### src/elmi_pkg.sv
// Shared types and codes for the E-LMI UNI-C polling step.
// No dependencies; used by elmi_step and elmi_uni_c_polling_step.
package elmi_pkg;

  localparam int LIMIT_W  = 4;
  localparam int PERIOD_W = 16;
  localparam int TMO_W    = 32;
  localparam int CFG_W    = 16;

  localparam logic [LIMIT_W-1:0]  LIMIT_RST  = 4'd4;
  localparam logic [PERIOD_W-1:0] PERIOD_RST = 16'd360;
  localparam logic [LIMIT_W-1:0]  MISS_MAX   = 4'd15;
  localparam logic [TMO_W-1:0]    TMO_MAX    = 32'hFFFF_FFFF;

  localparam logic       CFG_STATUS_LIMIT     = 1'b0;
  localparam logic       CFG_FULL_POLL_PERIOD = 1'b1;

  localparam logic [1:0] REQ_ECHECK      = 2'd0;
  localparam logic [1:0] REQ_FULL        = 2'd1;
  localparam logic [1:0] REQ_FULL_CONT   = 2'd2;

  localparam logic       REPORT_ECHECK   = 1'b0;
  localparam logic       REPORT_FULL     = 1'b1;

  typedef struct packed {
    logic       response_received;
    logic [1:0] last_request;
  } in_t;

  typedef struct packed {
    logic             poll_kind;
    logic             down_notice;
    logic             clear_success;
    logic             link_down;
    logic [TMO_W-1:0] timeout_count;
  } out_t;

  typedef struct packed {
    logic [PERIOD_W-1:0] poll_countdown;
    logic [LIMIT_W-1:0]  miss_count;
    logic                down_flag;
    logic [TMO_W-1:0]    timeouts;
  } state_t;

  typedef struct packed {
    logic [LIMIT_W-1:0]  status_limit;
    logic [PERIOD_W-1:0] full_poll_period;
  } cfg_t;

endpackage

### src/elmi_step.sv
// Next-state and result logic for one polling timer expiry.
// Depends on elmi_pkg.
module elmi_step import elmi_pkg::*; (
  input  in_t    req,
  input  state_t cur,
  input  cfg_t   cfg,
  output state_t nxt,
  output out_t   res
);

  logic [PERIOD_W-1:0] pc_dec;
  logic [LIMIT_W-1:0]  miss_inc;
  logic                missed;
  logic                last_full;
  logic                pc_zero;
  logic                trip;

  always_comb begin
    missed    = ~req.response_received;
    last_full = (req.last_request == REQ_FULL) || (req.last_request == REQ_FULL_CONT);
    pc_dec    = (cur.poll_countdown != '0) ? cur.poll_countdown - 1'b1 : '0;
    pc_zero   = (pc_dec == '0);
    miss_inc  = (cur.miss_count < MISS_MAX) ? cur.miss_count + 1'b1 : cur.miss_count;
    trip      = missed && (miss_inc >= cfg.status_limit);

    nxt.poll_countdown = pc_zero ? cfg.full_poll_period : pc_dec;
    nxt.timeouts       = (missed && cur.timeouts != TMO_MAX) ? cur.timeouts + 1'b1
                                                              : cur.timeouts;
    nxt.down_flag      = cur.down_flag | trip;
    if (trip) begin
      nxt.miss_count = '0;
    end else if (missed) begin
      nxt.miss_count = miss_inc;
    end else begin
      nxt.miss_count = cur.miss_count;
    end

    res.poll_kind     = (pc_zero || (missed && last_full)) ? REPORT_FULL : REPORT_ECHECK;
    res.down_notice   = trip & ~cur.down_flag;
    res.clear_success = missed;
    res.link_down     = nxt.down_flag;
    res.timeout_count = nxt.timeouts;
  end

endmodule

### src/elmi_uni_c_polling_step.sv
// Top level of the E-LMI UNI-C polling step: request and result registers,
// configuration registers and polling state. Depends on elmi_pkg, elmi_step.
//
// Usage: each request on the in_ channel is one polling timer expiry carrying
// response_received and last_request. A request is taken at a clock edge with
// in_valid high and in_stall low; results leave on the out_ channel under the
// same rule with out_valid and out_stall.
// Path: a taken request passes through the request register, then the result
// register. Throughput: one request per cycle while out_stall is low; the
// request register and the result register are the only stages, and the
// polling state updates as a request moves into the result register.
// Stall: while out_stall holds a result, the next request waits in the
// request register and in_stall rises only once that register is full.
// Configuration: cfg_we writes status_limit (index 0) or full_poll_period
// (index 1) from cfg_wdata; write only while the block is idle.
// Reset (rst_n low, synchronous): both channels empty, status_limit 4,
// full_poll_period 360, countdown, miss and timeout counts zero, link up.
module elmi_uni_c_polling_step import elmi_pkg::*; (
  input  logic             clk,
  input  logic             rst_n,
  input  logic             in_valid,
  output logic             in_stall,
  input  in_t              in_data,
  output logic             out_valid,
  input  logic             out_stall,
  output out_t             out_data,
  input  logic             cfg_we,
  input  logic             cfg_index,
  input  logic [CFG_W-1:0] cfg_wdata
);

  logic   req_vld_r;
  in_t    req_r;
  logic   res_vld_r;
  out_t   res_r;
  state_t st_r;
  cfg_t   cfg_r;
  state_t st_nxt;
  out_t   res_nxt;
  logic   adv;
  logic   take;

  elmi_step u_step (
    .req (req_r),
    .cur (st_r),
    .cfg (cfg_r),
    .nxt (st_nxt),
    .res (res_nxt)
  );

  assign adv       = req_vld_r && (!res_vld_r || !out_stall);
  assign in_stall  = req_vld_r && !adv;
  assign take      = in_valid && !in_stall;
  assign out_valid = res_vld_r;
  assign out_data  = res_r;

  always_ff @(posedge clk) begin
    if (!rst_n) begin
      req_vld_r <= 1'b0;
      res_vld_r <= 1'b0;
      st_r      <= '0;
      cfg_r.status_limit     <= LIMIT_RST;
      cfg_r.full_poll_period <= PERIOD_RST;
    end else begin
      req_vld_r <= take || (req_vld_r && !adv);
      if (adv) begin
        res_vld_r <= 1'b1;
        st_r      <= st_nxt;
      end else if (!out_stall) begin
        res_vld_r <= 1'b0;
      end
      if (cfg_we) begin
        unique case (cfg_index)
          CFG_STATUS_LIMIT:     cfg_r.status_limit     <= cfg_wdata[LIMIT_W-1:0];
          CFG_FULL_POLL_PERIOD: cfg_r.full_poll_period <= cfg_wdata[PERIOD_W-1:0];
          default:              cfg_r.status_limit     <= cfg_r.status_limit;
        endcase
      end
    end
  end

  always_ff @(posedge clk) begin
    if (take) begin
      req_r <= in_data;
    end
    if (adv) begin
      res_r <= res_nxt;
    end
  end

endmodule
### config.mk
export PLATFORM = sky130hd
export DESIGN_NAME = elmi_uni_c_polling_step
export DESIGN_NICKNAME = d
export VERILOG_FILES = /design/src/elmi_pkg.sv /design/src/elmi_step.sv /design/src/elmi_uni_c_polling_step.sv
export SDC_FILE = /design/constraint.sdc
export NUM_CORES = 1
export LEC_CHECK = 0
export ABC_CLOCK_PERIOD_IN_PS = 3200
export BUFFER_PORTS_ARGS = -buffer_cell sky130_fd_sc_hd__buf_2
export CAP_MARGIN = 40
export CORE_ASPECT_RATIO = 0.8
export CORE_MARGIN = 5
export CORE_UTILIZATION = 50
export CTS_CLUSTER_DIAMETER = 60
export DETAILED_ROUTE_END_ITERATION = 6
export PLACE_DENSITY_LB_ADDON = 0.25
export SETUP_SLACK_MARGIN = 0.5
export SKIP_CTS_REPAIR_TIMING = 1
export SLEW_MARGIN = 40
export SYNTH_ARGS = -nofsm -noshare
export SYNTH_HDL_FRONTEND = slang
export SYNTH_SLANG_ARGS = --single-unit
### constraint.sdc
create_clock -name clk -period 3.2 [get_ports clk]
set_clock_uncertainty 0.2 [all_clocks]
set_input_delay 0.48 -clock clk [delete_from_list [all_inputs] [get_ports clk]]
set_output_delay 0.48 -clock clk [all_outputs]
set_load 0.02 [all_outputs]
Word level (Yosys, flattened, before mapping). Cells that the tools add are included.

Register bits: 114. Output and inout port bits: 38. Logic and storage cells: 58.

$add $sub $neg: 3. $lt $le $gt $ge: 2. Eq/ne operators: 5. Muxes and demuxes: 9. Bitwise logic cells: 5. Reductions and logical operators: 19.

Operators by type and width (number): $add A32 B1 Y32 const B (1); $mux W16 (2); $mux W32 (1); $ne A32 B32 Y1 const B (1); $logic_not A16 Y1 (1); $reduce_bool A16 Y1 (1); $sub A16 B1 Y16 const B (1); $mux W4 (3); $logic_and A1 B1 Y1 (6); $reduce_and A2 Y1 (3); $add A4 B1 Y4 const B (1); $ge A4 B4 Y1 (1); $logic_not A1 Y1 (4); $logic_or A1 B1 Y1 (4); $lt A4 B4 Y1 const B (1); $ne A2 B1 Y1 const B (2); $mux W1 (3); $not A1 Y1 (3); $eq A2 B1 Y1 const B (1); $eq A2 B2 Y1 const B (1); $and A1 B1 Y1 (1); $or A1 B1 Y1 (1).

Longest topological paths before layout. Gate-level depths: netlist of run 1.

Depth after elaboration: 8. Mapped depth: 11. Gate-level depth less buffers: 10.

By module. A second synthesis of run 1 with hierarchy kept.

Cells, all modules: 622. Area total of the unflattened synthesis: 5695.5 um^2.

By module, submodules not included: elmi_uni_c_polling_step (times used 1, cells each 367, area each 3911.3 um^2); elmi_step (times used 1, cells each 255, area each 1784.2 um^2).

Worst setup path after synthesis of run 1. Ideal clock, no wire load.

Kind: register to register. Start point: register st_r[37] (netlist name). End point: register res_r (netlist bit out_data[35]) (data pin). Arrival time: 2.589 ns. Required time: 2.858 ns. Slack: 0.268 ns. Stages on the path, launching flop included: 11. Path buffers: 2. Cell sequence: dfxtp_1 > inv_1 > ha_1 > nor4b_1 > xor2_1 > or4_1 > o31a_1 > or4_4 > buf_6 > buf_12 > o21ai_2.

RTL lines: from (decl) (line elmi_uni_c_polling_step.sv:36) `state_t st_r;`; from (signal assigned) (line elmi_uni_c_polling_step.sv:68) `st_r <= st_nxt;`; to (signal assigned) (line elmi_uni_c_polling_step.sv:87) `res_r <= res_nxt;`; to (decl) (line elmi_uni_c_polling_step.sv:35) `out_t res_r;`.

==> results of run 1 <==
[per-stage QoR]
stage	hold WS (ns)	cell area [sq um]	instances	total power, uW	utilization, %
2_1_floorplan	0.2408	5953	617	1997	-
3_3_place_gp	0.2562	6357	802	2112	54.99
3_5_place_dp	0.2606	6357	802	2123	54.99
4_1_cts	0.03236	6873	834	3784	59.45
5_1_grt	0.03137	7133	853	3993	61.70
6_report	0.04698	7133	853	3834	61.70
[registers in the layout, indices dropped and copies added, names as in the netlist]
register,cells
out_valid,1
req_vld_r,1
out_data,36
req_r,3
st_r,53
cfg_r,20
[routing by layer]
| metal | GRT usage [%] | part of all wire, % |
|---|---|---|
| met1 | 26.15 | 46 |
| met2 | 30.80 | 46 |
| met3 | 4.953 | 6.5 |
| met4 | 6.461 | 1.6 |
| met5 | 0 | 0 |
[power groups by stage]
stage / logic [uW] / registers, uW / clock network, uW
floorplan: 344 / 1650 / 0
global placement: 473 / 1640 / 0
detailed placement: 480 / 1640 / 0
CTS: 487 / 1610 / 1680
global route: 608 / 1620 / 1760
finish: 560 / 1620 / 1660
[cell type report]
type	count	area, sq um	share of cell area [%]
Clock inverter	10	61.31	0.8595
Tap cell	148	185.2	2.596
Sequential cell	114	2684	37.62
Timing Repair Buffer	93	571.8	8.016
Clock buffer	22	454.2	6.367
Inverter	12	47.55	0.6665
Multi-Input combinational cell	454	3129	43.87
[worst paths after layout]
kind | startpoint | to | depth (start not counted)
worst min register to register | cfg_r[4] | cfg_r[4] | 2
worst min-delay path | in_data[0] | req_r[0] | 1
worst max-delay path | st_r[37] | out_data[35] | 9
worst max register to register | st_r[37] | out_data[35] | 9
[cells by family after synthesis]
family | Yosys count
AO/OA/AOI/OAI | 95
XOR/XNOR | 70
adder cells (fa/ha/maj) | 7
buffers and inverters | 50
flip-flops | 114
multiplexers | 9
AND/OR/NAND/NOR | 272
[critical path: stages, from the launching register on]
cell	delay, ns
dfxtp_4	0.37
inv_4	0.06
ha_4	0.15
nor4b_4	0.20
xor2_1	0.11
or4_1	0.43
o31a_1	0.36
or4_4	0.63
buf_12	0.18
o21ai_2	0.04
[cells in the mapped netlist (all sizes together), types with 2 or more instances]
library cell | count | area [sq um]
xor2 | 24 | 210.2
clkbuf | 31 | 116.4
nor4 | 7 | 80.07
dfxtp | 75 | 1501
a31oi | 2 | 12.51
nand4b | 2 | 17.52
o211ai | 2 | 15.01
o31ai | 3 | 22.52
ha | 7 | 87.58
o21ai | 15 | 82.58
o21a | 4 | 30.03
or4 | 3 | 27.53
mux2 | 2 | 22.52
buf | 7 | 70.06
and3 | 8 | 50.05
nor3 | 15 | 85.08
edfxtp | 39 | 1171
nand2b | 5 | 31.28
a211oi | 6 | 45.04
a21oi | 22 | 211.5
xnor2 | 46 | 402.9
o2111ai | 2 | 17.52
and2 | 39 | 244.0
nand2 | 73 | 274.0
nor2 | 43 | 161.4
o31a | 3 | 27.53
nor2b | 9 | 56.30
o221ai | 9 | 78.83
mux2i | 7 | 82.58
inv | 11 | 41.29
a21boi | 16 | 123.9
nand3 | 38 | 195.2
o41ai | 2 | 17.52
nand4 | 16 | 100.1
and4 | 5 | 45.04
nor3b | 3 | 33.78
a21o | 2 | 15.01
or3 | 2 | 12.51
[placed cells by master (no fill, tap or decap), drive strengths merged, types with 22 or more instances in the layout]
| cell | count |
|---|---|
| a21oi | 22 |
| edfxtp | 39 |
| xor2 | 24 |
| and2 | 39 |
| nand3 | 38 |
| buf | 93 |
| nor2 | 43 |
| dfxtp | 75 |
| clkbuf | 22 |
| xnor2 | 46 |
| nand2 | 73 |
==> metrics.md, run 1 <==
| Metric | Value |
|---|---|
| Final worst setup slack | 0.3137 ns |
| Setup Viol. Count Final | 0 |
| Final nets | 724 |
| Die Y | 107.4 microns |
| Reg power frac | 42.2% |
| Share of cells above drive strength 1 | 24.11% |
| Vias | 4810 |
| Effective utilization at floorplan | 51.24% |
| Worst Tran Pin Value | 0.7463 ns |
| Wire per inst | 16.48 microns |
| ANT nets after route | 0 |
| Port buffer count | 62 |
| Final Hold Viols | 0 |
| Num rows | 35 |
| Cells after synthesis | 617 |
| Sw Ratio | 26.99% |
| Drc violations | 0 |
| Simple-gate area share of the yosys netlist | 24.44% |
| CTS tree | built |
| Post-synthesis mux area share | 1.774% |
| Register bit total from synthesis | 114 |
| Routability cong. | 0.8788 |
| Routed vias/inst | 5.639 |
| Syn nets | 649 |
| Worst VDD drop | 0.3771 mV |
| Die W | 131.7 microns |
| DP Worst Slack | 0.1750 ns |
| Diodes inserted | 0 |
| Seq/Total Area, Yosys | 45.11% |
| Vias in the first global route | 4563 |
| Yosys cell types | 66 |
| NetSw | 1035 uW |
| Clock power frac | 43.2% |
| Area Overhead vs Synth | 20.40% |
| Post-synthesis compound-gate area fraction | 12.95% |
| Setup crit start kind | flop |
| Critical Path RT | 3.26 ns |
| Post-synthesis xor/xnor area fraction | 10.35% |
| Main flop type after synthesis | dfxtp_1 |
| DPL Wire Length | 9298 microns |
| Combinational Power Share | 14.6% |
| FMAX | 0.3465 GHz |
| Pins Over Slew Limit | 0 |
| Largest family of logic cells by synthesized area | simple AND/OR/NAND/NOR gates |
| Filler cells | 985 |
| Area share of fa/ha/maj cells after synthesis | 1.478% |
| Die Area | 0.01414 sq mm |
| Post-synthesis instance area | 0.005924 sq mm |
| Largest net degree at the start of global routing | 37 |
| CTS buffer count | 17 |
| First-iteration detailed-routing DRC count | 465 |
| Global route overflow | 0 |
| TritonCTS Sinks | 114 |
| Clk Latency, worst-skew pair | 0.41 ns |
| Setup_tns | 0 ns |
| Yosys warns | 0 |
| H-tree depth | 4 |
| Setup crit end kind | flop |
| Outcome | completed |
| LEAKAGE | 0.002746 uW |
| Worst-path clk slew | 0.05 ns |
| Initial DRT Pass Iterations | 5 |
| Power per Cell Area | 537.5 mW/mm^2 |
| WP data arrival | 2.95 ns |
| Syn_area_per_cell | 9.602 sq um |
| Time the worst path needs with I/O delays and setup | 2.886 ns |
| First-pass GRT wire length | 22360 microns |
| I/O pin total | 63 |
| Hold crit path type | in -> reg |
| Tot GR Track Use | 19.46% |
| Internal | 2799 uW |
| Worst rel slew slack | 50.15% |
| Critical path class | reg -> reg |
| Crit-path max FO | 7 |
| R2R setup slack | 0.31 ns |
| Post-synth EDFFs | 39 |
| Clock root buffer master | clkbuf_16 |
| Max Cap Viol | 0 |
| Final Cycle Share | 90.20% |
| Async S/R FF share, synth | 0% |
| RSZ-0062 raised after global routing | yes |
| Core area | 0.01156 sq mm |
| Max Buffers Root-to-Sink | 2 |
| Final WL | 14060 microns |
| Antenna violations before repair | 0 |
Note: power is estimated with default switching activity, not from simulation.
==> inputs of run 2 (changes only) <==
--- a/config.mk
+++ b/config.mk
@@ -5,6 +5,7 @@
 export SDC_FILE = /design/constraint.sdc
 export NUM_CORES = 1
 export LEC_CHECK = 0
+export ABC_AREA = 1
 export ABC_CLOCK_PERIOD_IN_PS = 3200
 export BUFFER_PORTS_ARGS = -buffer_cell sky130_fd_sc_hd__buf_2
 export CAP_MARGIN = 40
@@ -16,6 +17,7 @@
 export PLACE_DENSITY_LB_ADDON = 0.25
 export SETUP_SLACK_MARGIN = 0.5
 export SKIP_CTS_REPAIR_TIMING = 1
+export SKIP_LAST_GASP = 1
 export SLEW_MARGIN = 40
 export SYNTH_ARGS = -nofsm -noshare
 export SYNTH_HDL_FRONTEND = slang
==> run 2 against run 1 <==
Net effect:
- global-route usage increased by 0.77 points
- final cell count increased by 20%
- clock power increased by 20%
- non-clock buffer count decreased by 24
- highest routed layer unchanged
- largest power group unchanged
- count of clock-buffer cells in the layout decreased by 1
==> metrics.md, run 2 <==
| Metric | Value |
|---|---|
| Crit path max-delay family | simple AND/OR/NAND/NOR gates |
| Initial DRT Pass Iterations | 5 |
| Post-DP Area | 0.006455 sq mm |
| Combinational Power Share | 23.6% |
| Vias in the first global route | 4768 |
| Area Overhead vs Synth | 18.23% |
| FMAX | 0.4040 GHz |
| I/O pin total | 63 |
| Tot Pwr | 4822 uW |
| CP dominant cell by count | nand2_2 |
| Share of cells above drive strength 1 | 17.14% |
| Critical path class | reg -> reg |
| Worst-path clk slew | 0.05 ns |
| Antenna violations before repair | 0 |
| WHS Endpoint | req_r[2] |
| Met2 Track Usage GR | 27.28% |
| Vias | 5277 |
| Yosys top cell by area | dfxtp_1 |
| Reg-to-Reg End | st_r[48] |
| Clk Latency, worst-skew pair | 0.42 ns |
| Routability cong. | 0.8906 |
| Cell depth of the worst flop-to-flop path | 13 |
| Final Cycle Share | 77.35% |
| Diodes inserted | 0 |
| R2R setup slack | 0.72 ns |
| Syn nets | 832 |
| Max Cap Viol | 0 |
| Main flop type after synthesis | dfxtp_1 |
| Clock power frac | 41.3% |
| Register bit total from synthesis | 114 |
| Sw Ratio | 31.55% |
| Post-synth EDFFs | 39 |
| Met1 global-route usage | 30.54% |
| Synth area leaders | dfxtp_1, edfxtp_1, nand2_1 |
| Cell Chain, Critical Path | inv_2, ha_4, nand2_2, nor2_4, nand2_4, nand2_1, nand3_1, nor2_2, nand2_2, nor2_8, buf_4, nand3_2, a31oi_1 |
| Async S/R FF share, synth | 0% |
| Most frequent cells in the layout | nand2_1, inv_1, nor2_1 |
| Die W | 133.0 microns |
| Clock root buffer master | clkbuf_16 |
| Yosys warns | 0 |
| First-iteration detailed-routing DRC count | 471 |
| ANT nets after route | 0 |
| Core area | 0.01203 sq mm |
| Setup Viol. Count Final | 0 |
| Final WL | 14300 microns |
| Post-synth top cells | nand2_1, inv_1, nor2_1 |
| Setup_tns | 0 ns |
| Cells after synthesis | 800 |
| Outcome | completed |
| Num rows | 36 |
| Worst rel slew slack | 53.29% |
| Top-area cell type share of the netlist area | 24.80% |
| Routed vias/inst | 5.138 |
| Largest net degree at the start of global routing | 71 |
| Critical path's slowest cell | dfxtp_1 |
| Critical Path RT | 3.33 ns |
| Post-route cell area | 0.007157 sq mm |
| Power per Cell Area | 673.8 mW/mm^2 |
| Hold depth | 1 |
| RSZ-0062 raised after global routing | no |
| Wire per inst | 13.92 microns |
| Effective utilization at floorplan | 50.33% |
| Tot GR Track Use | 20.23% |
| Final Hold Viols | 0 |
| WP data arrival | 2.60 ns |
| Crit-path max FO | 19 |
| Post-synthesis instance area | 0.006053 sq mm |
| Drc violations | 0 |
| TritonCTS Sinks | 114 |
| Worst VDD drop | 0.3866 mV |
| Internal | 3301 uW |
| Reg power frac | 35.1% |
| NetSw | 1521 uW |
| Yosys cell types | 37 |
| Seq/Total Area, Yosys | 44.15% |
| Pins Over Slew Limit | 0 |
| Met3 Track Usage GR | 5.860% |
| CTS buffer count | 17 |
| Placed Cells incl. Taps | 992 |
| R2r startpoint | st_r[37] |
| Worst path bufs/invs | 2 |
| Hold crit path type | in -> reg |
| DPL Wire Length | 9741 microns |
| Top reg by flops | st_r |
| Final nets | 894 |
| Port buffer count | 62 |
| Time the worst path needs with I/O delays and setup | 2.475 ns |
| Max Buffers Root-to-Sink | 2 |
| Busiest grt layer | met1 |
| Fin cells | 1027 |
| Syn_area_per_cell | 7.567 sq um |
| Count leader, synth | nand2_1 |
| Die Y | 108.4 microns |
| Setup crit start kind | flop |
| Setup crit end kind | flop |
| H-tree depth | 4 |
| Hold path start | in_data[2] |
| LEAKAGE | 0.003161 uW |
| Worst Tran Pin Value | 0.6999 ns |
| Max reg flops | 53 |
| Most common cell after layout, fill and taps aside | nand2_1 |
| Global route overflow | 0 |
| Die Area | 0.01442 sq mm |
| CTS tree | built |
| Slowest cell delay on critical path | 0.32 ns |
| First-pass GRT wire length | 23380 microns |
run 2: worst max-delay path by stage:
stage                               to  slack (ns)  cells after the start  startpoint
after global placement        st_r[51]        0.50                     13    st_r[37]
after CTS                     st_r[51]        0.46                     13    st_r[37]
after detailed placement      st_r[37]        0.51                     13    st_r[37]
after floorplan           out_data[32]        0.87                     11    st_r[33]
after global routing          st_r[29]        0.51                     10     st_r[0]
final                         st_r[48]        0.72                     13    st_r[37]
run 2: cell type report:
cell class	instances	area, sq um
Inverter	123	462.9
Timing Repair Buffer	69	362.8
Multi-Input combinational cell	537	2846
Sequential cell	114	2675
Tap cell	152	190.2
Clock inverter	11	158.9
Fill cell	1049	4870
Clock buffer	21	460.4
run 2: kinds of logic after synthesis:
group	after synthesis	share of synthesized area (%)
XOR/XNOR	34	4.919
AO/OA/AOI/OAI	145	12.46
multiplexers	1	0.1860
buffers and inverters	150	10.00
AND/OR/NAND/NOR	349	26.83
adder cells (fa/ha/maj)	7	1.447
flip-flops	114	44.15
run 2: metrics by stage:
step	setup WS, ns	hold slack [ns]	utilization, %
final	0.7249	0.05019	59.51
after global routing	0.5061	0.04864	59.51
after detailed placement	0.5072	0.2455	53.67
after floorplan	0.8739	0.2300	-
after global placement	0.5000	0.2456	53.67
after CTS	0.4636	0.04086	58.82
run 2: power by group through the flow:
stage	clock [uW]	sequential, uW	combinational (uW)
global route	2090	1700	1280
CTS	2010	1690	1100
finish	1990	1690	1140
global placement	0	1720	1090
floorplan	0	1730	867
detailed placement	0	1720	1090
run 2: metal layers:
layer / vias to the layer above / share of wire [%]
li1: 2719 / -
met1: 2385 / 51
met2: 157 / 41
met3: 16 / 7.2
met4: 0 / 1.3
met5: - / 0
